$ cat config.mk
export PLATFORM = sky130hd
export DESIGN_NAME = wakeup_timer_with_bark_bite_watchdog_top
export DESIGN_NICKNAME = d
export VERILOG_FILES = /design/src/sv/wtbw_pkg.sv /design/src/sv/wakeup_timer_with_bark_bite_watchdog_top.sv
export VERILOG_INCLUDE_DIRS = /design/src /design/src/sv
export SDC_FILE = /design/constraint.sdc
export NUM_CORES = 1
export LEC_CHECK = 0
export BUFFER_PORTS_ARGS = -buffer_cell sky130_fd_sc_hd__buf_2
export CORE_MARGIN = 5
export CORE_UTILIZATION = 52
export DETAILED_ROUTE_END_ITERATION = 10
export PLACE_DENSITY = 0.72
export REMOVE_ABC_BUFFERS = 1
export SYNTH_ARGS = -nofsm -noshare
export SYNTH_HDL_FRONTEND = slang
export SYNTH_SLANG_ARGS = --single-unit
$ cat constraint.sdc
create_clock -name i_clk -period 6.3 [get_ports i_clk]
set_clock_uncertainty 0.15 [all_clocks]
set_input_delay 0.315 -clock i_clk [delete_from_list [all_inputs] [get_ports i_clk]]
set_output_delay 0.315 -clock i_clk [all_outputs]
set_load 0.01 [all_outputs]
$ cat src/sv/wakeup_timer_with_bark_bite_watchdog_top_defines.svh
// Assertion macros shared by the wakeup timer and watchdog RTL.
`ifndef WAKEUP_TIMER_WITH_BARK_BITE_WATCHDOG_TOP_DEFINES_SVH
`define WAKEUP_TIMER_WITH_BARK_BITE_WATCHDOG_TOP_DEFINES_SVH

// Checked at every rising edge of i_clk, switched off while reset is held.
`define WTBW_ASSERT(label, prop, msg) \
    label: assert property (@(posedge i_clk) disable iff (!i_rst_n) (prop)) \
        else $error(msg);

// Checked at every rising edge of i_clk, during reset as well.
`define WTBW_ASSERT_ALWAYS(label, prop, msg) \
    label: assert property (@(posedge i_clk) (prop)) else $error(msg);

`endif

$ cat src/sv/wtbw_pkg.sv
// Package with the types, register offsets and command codes of the wakeup timer and watchdog.
package wtbw_pkg;

    localparam int unsigned PRESCALE_BITS_DEF = 12;

    localparam logic [1:0] CMD_TICK  = 2'd0;
    localparam logic [1:0] CMD_READ  = 2'd1;
    localparam logic [1:0] CMD_WRITE = 2'd2;

    localparam logic [3:0] REG_ALERT_TEST      = 4'd0;
    localparam logic [3:0] REG_WKUP_CTRL       = 4'd1;
    localparam logic [3:0] REG_WKUP_THOLD      = 4'd2;
    localparam logic [3:0] REG_WKUP_COUNT      = 4'd3;
    localparam logic [3:0] REG_WDOG_REGWEN     = 4'd4;
    localparam logic [3:0] REG_WDOG_CTRL       = 4'd5;
    localparam logic [3:0] REG_WDOG_BARK_THOLD = 4'd6;
    localparam logic [3:0] REG_WDOG_BITE_THOLD = 4'd7;
    localparam logic [3:0] REG_WDOG_COUNT      = 4'd8;
    localparam logic [3:0] REG_INTR_STATE      = 4'd9;
    localparam logic [3:0] REG_INTR_TEST       = 4'd10;
    localparam logic [3:0] REG_WKUP_CAUSE      = 4'd11;

    typedef struct packed {
        logic [1:0]  cmd;
        logic [3:0]  reg_index;
        logic [31:0] write_data;
    } t_in_item;

    typedef struct packed {
        logic [31:0] read_data;
        logic        wakeup_irq;
        logic        bark_irq;
        logic        bite_reset;
        logic        fatal_alert;
    } t_out_item;

endpackage

$ cat src/sv/wakeup_timer_with_bark_bite_watchdog_top.sv
// Top level of the wakeup timer with the two-stage bark and bite watchdog.
// The block takes one transfer per clock cycle on its input channel when the output does not
// stall, be it a tick, a register read or a register write, and gives exactly one result
// transfer for each. A transfer is captured in the input register and is then written to the
// result register, from which its result is offered. The throughput of one item a cycle is
// set by the state update, whose longest path is a 32-bit counter increment followed by the
// threshold compares. While a result waits on a stalled output, the next item is held in the
// input register and the input channel stalls until the result is taken.
`include "wakeup_timer_with_bark_bite_watchdog_top_defines.svh"

module wakeup_timer_with_bark_bite_watchdog_top
    import wtbw_pkg::*;
#(
    parameter int unsigned PRESCALE_BITS = PRESCALE_BITS_DEF
) (
    input  logic      i_clk,
    input  logic      i_rst_n,
    input  logic      i_in_valid,
    input  t_in_item  i_in_item,
    output logic      o_in_stall,
    output logic      o_out_valid,
    output t_out_item o_out_item,
    input  logic      i_out_stall
);

    logic                     r_in_valid;
    t_in_item                 r_in_item;
    logic                     r_out_valid;
    t_out_item                r_out_item;
    logic                     w_advance;

    logic                     r_wake_enable,    n_wake_enable;
    logic [PRESCALE_BITS-1:0] r_wake_prescale,  n_wake_prescale;
    logic [PRESCALE_BITS-1:0] r_prescale_phase, n_prescale_phase;
    logic [31:0]              r_wake_threshold, n_wake_threshold;
    logic [31:0]              r_wake_counter,   n_wake_counter;
    logic                     r_dog_write_open, n_dog_write_open;
    logic                     r_dog_enable,     n_dog_enable;
    logic                     r_dog_pause_bit,  n_dog_pause_bit;
    logic [31:0]              r_bark_threshold, n_bark_threshold;
    logic [31:0]              r_bite_threshold, n_bite_threshold;
    logic [31:0]              r_dog_counter,    n_dog_counter;
    logic [1:0]               r_irq_pending,    n_irq_pending;
    logic                     r_bitten,         n_bitten;
    logic                     r_alert_latched,  n_alert_latched;

    logic                     w_check_wake;
    logic                     w_check_dog;
    logic [31:0]              w_read_data;
    t_out_item                w_result;

    assign w_advance   = r_in_valid && (!r_out_valid || !i_out_stall);
    assign o_in_stall  = r_in_valid && !w_advance;
    assign o_out_valid = r_out_valid;
    assign o_out_item  = r_out_item;

    always_comb begin
        n_wake_enable    = r_wake_enable;
        n_wake_prescale  = r_wake_prescale;
        n_prescale_phase = r_prescale_phase;
        n_wake_threshold = r_wake_threshold;
        n_wake_counter   = r_wake_counter;
        n_dog_write_open = r_dog_write_open;
        n_dog_enable     = r_dog_enable;
        n_dog_pause_bit  = r_dog_pause_bit;
        n_bark_threshold = r_bark_threshold;
        n_bite_threshold = r_bite_threshold;
        n_dog_counter    = r_dog_counter;
        n_irq_pending    = r_irq_pending;
        n_bitten         = r_bitten;
        n_alert_latched  = r_alert_latched;
        w_check_wake     = 1'b0;
        w_check_dog      = 1'b0;
        w_read_data      = '0;

        if (w_advance) begin
            unique case (r_in_item.cmd)
                CMD_TICK: begin
                    if (r_wake_enable) begin
                        if (r_prescale_phase >= r_wake_prescale) begin
                            n_prescale_phase = '0;
                            n_wake_counter   = r_wake_counter + 32'd1;
                        end else begin
                            n_prescale_phase = r_prescale_phase + PRESCALE_BITS'(1);
                        end
                    end
                    if (r_dog_enable) begin
                        n_dog_counter = r_dog_counter + 32'd1;
                    end
                    w_check_wake = 1'b1;
                    w_check_dog  = 1'b1;
                end
                CMD_READ: begin
                    unique case (r_in_item.reg_index)
                        REG_WKUP_CTRL:       w_read_data = {{(31 - PRESCALE_BITS){1'b0}},
                                                            r_wake_prescale, r_wake_enable};
                        REG_WKUP_THOLD:      w_read_data = r_wake_threshold;
                        REG_WKUP_COUNT:      w_read_data = r_wake_counter;
                        REG_WDOG_REGWEN:     w_read_data = {31'd0, r_dog_write_open};
                        REG_WDOG_CTRL:       w_read_data = {30'd0, r_dog_pause_bit,
                                                            r_dog_enable};
                        REG_WDOG_BARK_THOLD: w_read_data = r_bark_threshold;
                        REG_WDOG_BITE_THOLD: w_read_data = r_bite_threshold;
                        REG_WDOG_COUNT:      w_read_data = r_dog_counter;
                        REG_INTR_STATE:      w_read_data = {30'd0, r_irq_pending};
                        REG_WKUP_CAUSE:      w_read_data = '0;
                        default:             w_read_data = '0;
                    endcase
                end
                CMD_WRITE: begin
                    unique case (r_in_item.reg_index)
                        REG_ALERT_TEST: begin
                            n_alert_latched = r_alert_latched | r_in_item.write_data[0];
                        end
                        REG_WKUP_CTRL: begin
                            n_wake_enable   = r_in_item.write_data[0];
                            n_wake_prescale = r_in_item.write_data[PRESCALE_BITS:1];
                            if (r_in_item.write_data[0] && !r_wake_enable) begin
                                n_prescale_phase = '0;
                                w_check_wake     = 1'b1;
                            end
                        end
                        REG_WKUP_THOLD: begin
                            n_wake_threshold = r_in_item.write_data;
                            w_check_wake     = 1'b1;
                        end
                        REG_WKUP_COUNT: begin
                            n_wake_counter   = r_in_item.write_data;
                            n_prescale_phase = '0;
                            w_check_wake     = 1'b1;
                        end
                        REG_WDOG_REGWEN: begin
                            n_dog_write_open = r_dog_write_open & r_in_item.write_data[0];
                        end
                        REG_WDOG_CTRL: begin
                            if (r_dog_write_open) begin
                                n_dog_enable    = r_in_item.write_data[0];
                                n_dog_pause_bit = r_in_item.write_data[1];
                                w_check_dog     = r_in_item.write_data[0] && !r_dog_enable;
                            end
                        end
                        REG_WDOG_BARK_THOLD: begin
                            if (r_dog_write_open) begin
                                n_bark_threshold = r_in_item.write_data;
                                w_check_dog      = 1'b1;
                            end
                        end
                        REG_WDOG_BITE_THOLD: begin
                            if (r_dog_write_open) begin
                                n_bite_threshold = r_in_item.write_data;
                                w_check_dog      = 1'b1;
                            end
                        end
                        REG_WDOG_COUNT: begin
                            n_dog_counter = r_in_item.write_data;
                            w_check_dog   = 1'b1;
                        end
                        REG_INTR_STATE: begin
                            n_irq_pending = r_irq_pending & ~r_in_item.write_data[1:0];
                        end
                        REG_INTR_TEST: begin
                            n_irq_pending = r_irq_pending | r_in_item.write_data[1:0];
                        end
                        default: begin
                        end
                    endcase
                end
                default: begin
                end
            endcase

            if (w_check_wake && n_wake_enable && (n_wake_counter >= n_wake_threshold)) begin
                n_irq_pending[0] = 1'b1;
            end
            if (w_check_dog && n_dog_enable) begin
                if (n_dog_counter >= n_bark_threshold) begin
                    n_irq_pending[1] = 1'b1;
                end
                if (n_dog_counter >= n_bite_threshold) begin
                    n_bitten = 1'b1;
                end
            end
        end

        w_result.read_data   = w_read_data;
        w_result.wakeup_irq  = n_irq_pending[0];
        w_result.bark_irq    = n_irq_pending[1];
        w_result.bite_reset  = n_bitten;
        w_result.fatal_alert = n_alert_latched;
    end

    always_ff @(posedge i_clk) begin
        if (!i_rst_n) begin
            r_in_valid       <= 1'b0;
            r_out_valid      <= 1'b0;
            r_wake_enable    <= 1'b0;
            r_wake_prescale  <= '0;
            r_prescale_phase <= '0;
            r_wake_threshold <= '0;
            r_wake_counter   <= '0;
            r_dog_write_open <= 1'b1;
            r_dog_enable     <= 1'b0;
            r_dog_pause_bit  <= 1'b0;
            r_bark_threshold <= '0;
            r_bite_threshold <= '0;
            r_dog_counter    <= '0;
            r_irq_pending    <= '0;
            r_bitten         <= 1'b0;
            r_alert_latched  <= 1'b0;
        end else begin
            if (!o_in_stall) begin
                r_in_valid <= i_in_valid;
            end
            if (w_advance) begin
                r_out_valid <= 1'b1;
            end else if (!i_out_stall) begin
                r_out_valid <= 1'b0;
            end
            r_wake_enable    <= n_wake_enable;
            r_wake_prescale  <= n_wake_prescale;
            r_prescale_phase <= n_prescale_phase;
            r_wake_threshold <= n_wake_threshold;
            r_wake_counter   <= n_wake_counter;
            r_dog_write_open <= n_dog_write_open;
            r_dog_enable     <= n_dog_enable;
            r_dog_pause_bit  <= n_dog_pause_bit;
            r_bark_threshold <= n_bark_threshold;
            r_bite_threshold <= n_bite_threshold;
            r_dog_counter    <= n_dog_counter;
            r_irq_pending    <= n_irq_pending;
            r_bitten         <= n_bitten;
            r_alert_latched  <= n_alert_latched;
        end
    end

    always_ff @(posedge i_clk) begin
        if (i_in_valid && !o_in_stall) begin
            r_in_item <= i_in_item;
        end
        if (w_advance) begin
            r_out_item <= w_result;
        end
    end

    // The bite request and the fatal alert are only ever cleared by reset.
    `WTBW_ASSERT(a_bite_sticky, r_bitten |=> r_bitten, "Bite request was dropped.")
    `WTBW_ASSERT(a_alert_sticky, r_alert_latched |=> r_alert_latched, "Fatal alert was dropped.")
    // Once the watchdog write enable is cleared, it and the locked settings must not change.
    `WTBW_ASSERT(a_regwen_clear_only, !r_dog_write_open |=> !r_dog_write_open,
                 "Watchdog write enable was set again.")
    `WTBW_ASSERT(a_locked_dog_config, !r_dog_write_open |=> $stable(r_dog_enable)
                 && $stable(r_bark_threshold) && $stable(r_bite_threshold),
                 "Locked watchdog settings changed.")
    // A held result must never be overwritten while the output is stalled.
    `WTBW_ASSERT(a_no_overrun, r_out_valid && i_out_stall |-> !w_advance,
                 "Result register was overwritten while stalled.")

endmodule
Yosys cells after proc, flatten, opt, wreduce, memory -nomap -nowiden
Cells that the tools add are included.
Cells by class
  $lt $le $gt $ge: 4
  multiplexer cells: 56
  reduce and logical (&&, ||, !) cells: 24
  $add $sub $neg: 3
  bitwise operators: 5
  equal/unequal tests: 16
Operators by type and width (count)
  $mux 32: 18
  $pmux 32 s9: 1
  $pmux 32 s2: 2
  $ge 32x32->1: 3
  $add 32x1->32 const B: 2
  $pmux 12 s2: 2
  $mux 12: 3
  $mux 1: 23
  $eq 4x3->1 const B: 4
  $add 12x1->12 const B: 1
  $eq 4x4->1 const B: 3
  $ge 12x12->1: 1
  $eq 4x2->1 const B: 2
  $logic_and 1x1->1: 8
  $logic_not 1->1: 6
  $pmux 1 s2: 3
  $reduce_and 3->1: 2
  $reduce_and 5->1: 1
  $eq 4x1->1 const B: 1
  $logic_not 4->1: 1
  $mux 2: 2
  $pmux 2 s2: 1
  $reduce_and 4->1: 1
  $reduce_or 2->1: 2
  15 further kinds: 15
Word-level totals
  logic and storage cells: 132
  output and inout port bits: 38
  bits of input ports: 42
  register bits: 268

Longest topological paths before layout
  word-level depth: 10
  depth in mapped cells: 18
  mapped depth without buffers: 17

Least setup slack after synthesis
Ideal clock, no wire load.
  kind: reg-to-reg
  from: reg r_prescale_phase[0]
  to: reg r_out_item (netlist bit o_out_item[3]) (data pin)
  setup slack: 2379 ps
  path buffers: 1
  required time: 5894 ps
  cell stages (with the launch flop): 17
  setup time: 256 ps
  period minus slack after synthesis: 3921 ps
  data arrival time: 3516 ps
  path through: dfxtp_1 inv_1 ha_1 nor2b_1 o21ai_1 a221oi_2 o22ai_1 clkbuf_1 a32oi_1 o21ai_0 ha_1 a21o_1 a21o_1 a221oi_1 nand3_1 a311o_1 o211a_1
On the way
  longest elaborated chain between the ends: 9
RTL lines
  start, declared: line wakeup_timer_with_bark_bite_watchdog_top.sv:34  | logic [PRESCALE_BITS-1:0] r_prescale_phase, n_prescale_phase;
  start signal, assigned: line wakeup_timer_with_bark_bite_watchdog_top.sv:221  | r_prescale_phase <= n_prescale_phase;
  $ge 12x12->1: line wakeup_timer_with_bark_bite_watchdog_top.sv:80  | if (r_prescale_phase >= r_wake_prescale) begin
  $mux 32: line wakeup_timer_with_bark_bite_watchdog_top.sv:80
  $mux 32: line wakeup_timer_with_bark_bite_watchdog_top.sv:79  | if (r_wake_enable) begin
  $pmux 32 s2: line wakeup_timer_with_bark_bite_watchdog_top.sv:77  | unique case (r_in_item.cmd)
  $mux 32: line wakeup_timer_with_bark_bite_watchdog_top.sv:76  | if (w_advance) begin
  $ge 32x32->1: line wakeup_timer_with_bark_bite_watchdog_top.sv:172  | if (w_check_wake && n_wake_enable && (n_wake_counter >= n_wake_threshold)) begin
  $logic_and 1x1->1: line wakeup_timer_with_bark_bite_watchdog_top.sv:172
  $mux 1: line wakeup_timer_with_bark_bite_watchdog_top.sv:172
  $mux 2: line wakeup_timer_with_bark_bite_watchdog_top.sv:76
  named net n_irq_pending[0]: line wakeup_timer_with_bark_bite_watchdog_top.sv:43  | logic [1:0] r_irq_pending, n_irq_pending;
  end signal, assigned: line wakeup_timer_with_bark_bite_watchdog_top.sv:241  | r_out_item <= w_result;
  end, declared: line wakeup_timer_with_bark_bite_watchdog_top.sv:29  | t_out_item r_out_item;
The timed path passes the listed nets, and every way through them passes these cells. The select of a mux whose other input is x is not followed.
A chain may end at the register's enable or synchronous reset.

Worst setup path in the final report
  from: reg r_in_item[36] in the netlist's numbering
  to: reg r_irq_pending[1]
On the way
  longest elaborated chain between the ends: 7
  elaborated cells between the ends (all ways): 16
  classes of those cells: order compare (1); eq/ne (1); mux (12); reduce/logical (2)
RTL lines
  start, declared: line wakeup_timer_with_bark_bite_watchdog_top.sv:27  | t_in_item r_in_item;
  start signal, assigned: line wakeup_timer_with_bark_bite_watchdog_top.sv:238  | r_in_item <= i_in_item;
  $eq 2x2->1 / $logic_not 2->1 (equally long branches): line wakeup_timer_with_bark_bite_watchdog_top.sv:77
  $pmux 32 s2 / $mux 32 (equally long branches): line wakeup_timer_with_bark_bite_watchdog_top.sv:77
  $mux 32: line wakeup_timer_with_bark_bite_watchdog_top.sv:76
  $ge 32x32->1: line wakeup_timer_with_bark_bite_watchdog_top.sv:176  | if (n_dog_counter >= n_bark_threshold) begin
  $mux 1: line wakeup_timer_with_bark_bite_watchdog_top.sv:176
  $mux 1 *: line wakeup_timer_with_bark_bite_watchdog_top.sv:175  | if (w_check_dog && n_dog_enable) begin
  $mux 2 *: line wakeup_timer_with_bark_bite_watchdog_top.sv:76
  named net n_irq_pending[1]: line wakeup_timer_with_bark_bite_watchdog_top.sv:43
  end signal, assigned: line wakeup_timer_with_bark_bite_watchdog_top.sv:230  | r_irq_pending <= n_irq_pending;
  end, declared: line wakeup_timer_with_bark_bite_watchdog_top.sv:43
Mark *: on every way through the listed nets, which the timed path passes. The rest lies on a longest branch. The select of a mux whose other input is x is not followed.

==> results.yml <==
finish:
  final_cell_mix: "316 x nand2_1, 221 x a21oi_1, 194 x dfxtp_1, 187 x nor2_1, 177 x mux2i_1"
  nNetsFinal: 2308
  final_common_cell: "nand2_1"
  layout-drive-gt1-share: 0.101
  post-route-util: 0.587
  antenna_cells: 0
  seq_area_mm2: 0.00611
  synthToLayoutAreaGrowth_pct: 10.9
  multiInputGateArea_mm2: 0.0108
  fillCellCount: 2988
worst_hold_path:
  worstHoldPathCells: 3
  holdCritPathClass: "input port to flop"
  hp-start: "i_rst_n"
  min_to: "r_dog_write_open"
clocking:
  h-tree-depth: 1
  ctsResizeCount: 0
  cts-root-buf: "clkbuf_16"
  hold_buffers: 40
  worstSkewPairLatency_ns: 0.59
  clock_sinks: 268
  cts_tree: "done"
  cts_made_buffers: 31
  clk_pin_slew_ns: 0.06
  post_cts_buffers: 0
  cts_buffer_depth: 3
sta:
  slew_headroom: 0.234
  setup_viol: 0
  drv_slew: 0
  hold_violations: 0
  max_freq_mhz: 198
  fin_crit_sh: 0.801
  rsz0062_at_grt: "no"
  layout_min_cycle_time_ns: 5.05
  worst_pin_slew_ns: 1.15
logic_synthesis:
  ys_warn_count: 0
  seq_area_frac_synth: 0.343
  synthFlopType: "dfxtp_1"
  synth.mux.area_fraction: 0.102
  synthSimpleGateAreaFrac: 0.194
  syn-cell-area_mm2: 0.0178
  async_reset_ff_frac: 0
  synth_top_family_by_area: "compound AO/OA/AOI/OAI gates"
  ys_types: 99
  synth_area_per_cell_um2: 8.25
  synth.top_cells.by_area: "dfxtp_1 22%, edfxtp_1 12%, mux2i_1 10%"
  syn_inst: 2155
  ys_ff_latch: 268
  synthAdderAreaFrac: 0.0781
  synth_edf_count: 74
  synth_compound_area_frac: 0.226
  synth_xor_area_frac: 0.00492
  netlist.area_leader.share: 0.218
  synth_largest_area_cell: "dfxtp_1"
power:
  vdd_drop_max_mv: 0.228
  power_w: 0.00428
  power_per_cell_area_mw_per_mm2: 217
  p_leak_nw: 7.20
routing:
  dr.pass1.iters: 6
  routed_wl_um: 62600
  via_per_inst: 6.65
  vias: 17500
  drcViolationCount: 0
  final_antenna_net_count: 0
  routedWlPerCell_um: 23.8
  dr.first_iter.drc_count: 2016
worst_setup_path:
  ff2ff_path_depth: 13
  r2r-end: "r_irq_pending[1]"
  cp_max_fo: 24
  crit_type: "flop to flop"
  cp.required_ns: 6.68
  crit_path_end_kind: "flop"
  arrival_ns: 5.43
  timing.rr.start: "r_in_item[36]"
  worst-r2r-setup-slack_ns: 1.25
  startpoint_type: "flop"
floorplan:
  initial_core_util: 0.529
  coreArea_mm2: 0.0336
  num_rows: 67
  fp.dieH_um: 195
  die_area_mm2: 0.0380
  die_x_um: 195
  io_pins: 80
place:
  port_buffers: 79
  place.gp.congestion: 0.975
  dp_hpwl_um: 42600
global_route:
  grt_pass1_wl_um: 96500
  grtUsageTotal: 0.314
  overflow: 0
  grt_max_degree: 87
  first_global_vias: 16500
  antenna_found_initial: 0
run_status:
  status: "complete, no violations"
job:
  drv_cap: 0
==> state kept, by name (all words and copies together) (netlist names) <==
signal and cells:
r_in_item 38, o_out_item 36, r_bark_threshold 32, r_bite_threshold 32, r_dog_counter 32, r_wake_counter 32, r_wake_threshold 32, r_prescale_phase 12
r_wake_prescale 12, r_irq_pending 2, o_out_valid 1, r_alert_latched 1, r_bitten 1, r_dog_enable 1, r_dog_pause_bit 1, r_dog_write_open 1
r_in_valid 1, r_wake_enable 1
==> synthesized netlist by cell type (all sizes together), types with 19 or more instances <==
cell and count:
a221oi 20, and3 20, a211oi 34, a21oi 222, mux2i 177, o21a 19
a21o 22, ha 111, nand3 55, nand4 41, o22ai 63, inv 35
edfxtp 74, nand2 320, nor2 193, buf 62, clkbuf 125, o21ai 95
nor3 27, dfxtp 194, a31oi 23
==> area by class of cell <==
cell class	instances	share of cell area
timing repair buffer	154	0.0543
sequential	268	0.310
clock buffer	38	0.0428
multi-input combinational	1665	0.547
inverter	35	0.00685
tap	448	0.0284
clock inverter	20	0.0110
==> how the worst max path moves through the flow <==
| stage | start | to | slack (ns) |
|---|---|---|---|
| finish | r_in_item[36] | r_irq_pending[1] | 1.25 |
| global route | r_in_item[36] | r_irq_pending[1] | 1.09 |
| CTS | r_in_item[36] | r_irq_pending[1] | 1.33 |
| detailed placement | r_in_item[36] | r_irq_pending[1] | 1.37 |
| global placement | r_in_item[36] | r_irq_pending[1] | 1.63 |
| floorplan | r_in_item[32] | o_out_item[1] | -0.29 |
==> per-stage QoR <==
stage / setup TNS [ns] / cells / instance area [um^2] / hold slack (ns) / setup slack (ns)
4_1_cts: 0 / 2628 / 19700 / 0.155 / 1.33
6_report: 0 / 2628 / 19700 / 0.202 / 1.25
5_1_grt: 0 / 2628 / 19700 / 0.187 / 1.09
3_5_place_dp: 0 / 2530 / 18300 / 0.306 / 1.37
2_1_floorplan: -4.20 / 1968 / 17000 / 0.227 / -0.289
3_3_place_gp: 0 / 2530 / 18300 / 0.303 / 1.63
==> metal layers <==
metal,wire (um),vias up,global-route usage
met1,25800,8343,0.426
met4,2860,0,0.133
met5,0,-,0
li1,-,7949,-
met3,6580,192,0.0750
met2,27300,992,0.480
==> cell families after synthesis <==
kind of cell             Yosys count
AO/OA/AOI/OAI                    623
buffers and inverters            222
flip-flops                       268
AND/OR/NAND/NOR                  740
multiplexers                     181
adder cells (fa/ha/maj)          111
XOR/XNOR                          10
==> power by group <==
| group | leakage [nW] | internal [W] | total, W | switching (W) |
|---|---|---|---|---|
| logic | 4.40 | 0.000182 | 0.000489 | 0.000307 |
| registers | 2.28 | 0.00181 | 0.00190 | 0.0000864 |
| clock network | 0.522 | 0.00112 | 0.00189 | 0.000779 |
==> critical path, stage by stage (launching register included) <==
cell and delay, ns:
edfxtp_1 0.72, nand2b_1 0.57, nor2_1 0.33, and3_2 0.66
buf_4 0.39, mux2i_1 0.13, ha_1 0.36, nand4_1 0.14
nor4_1 0.50, nor3b_1 0.43, nor2b_1 0.20, a311oi_1 0.07
a21oi_1 0.17, and2_1 0.15
(Power assumes the default switching activity.)
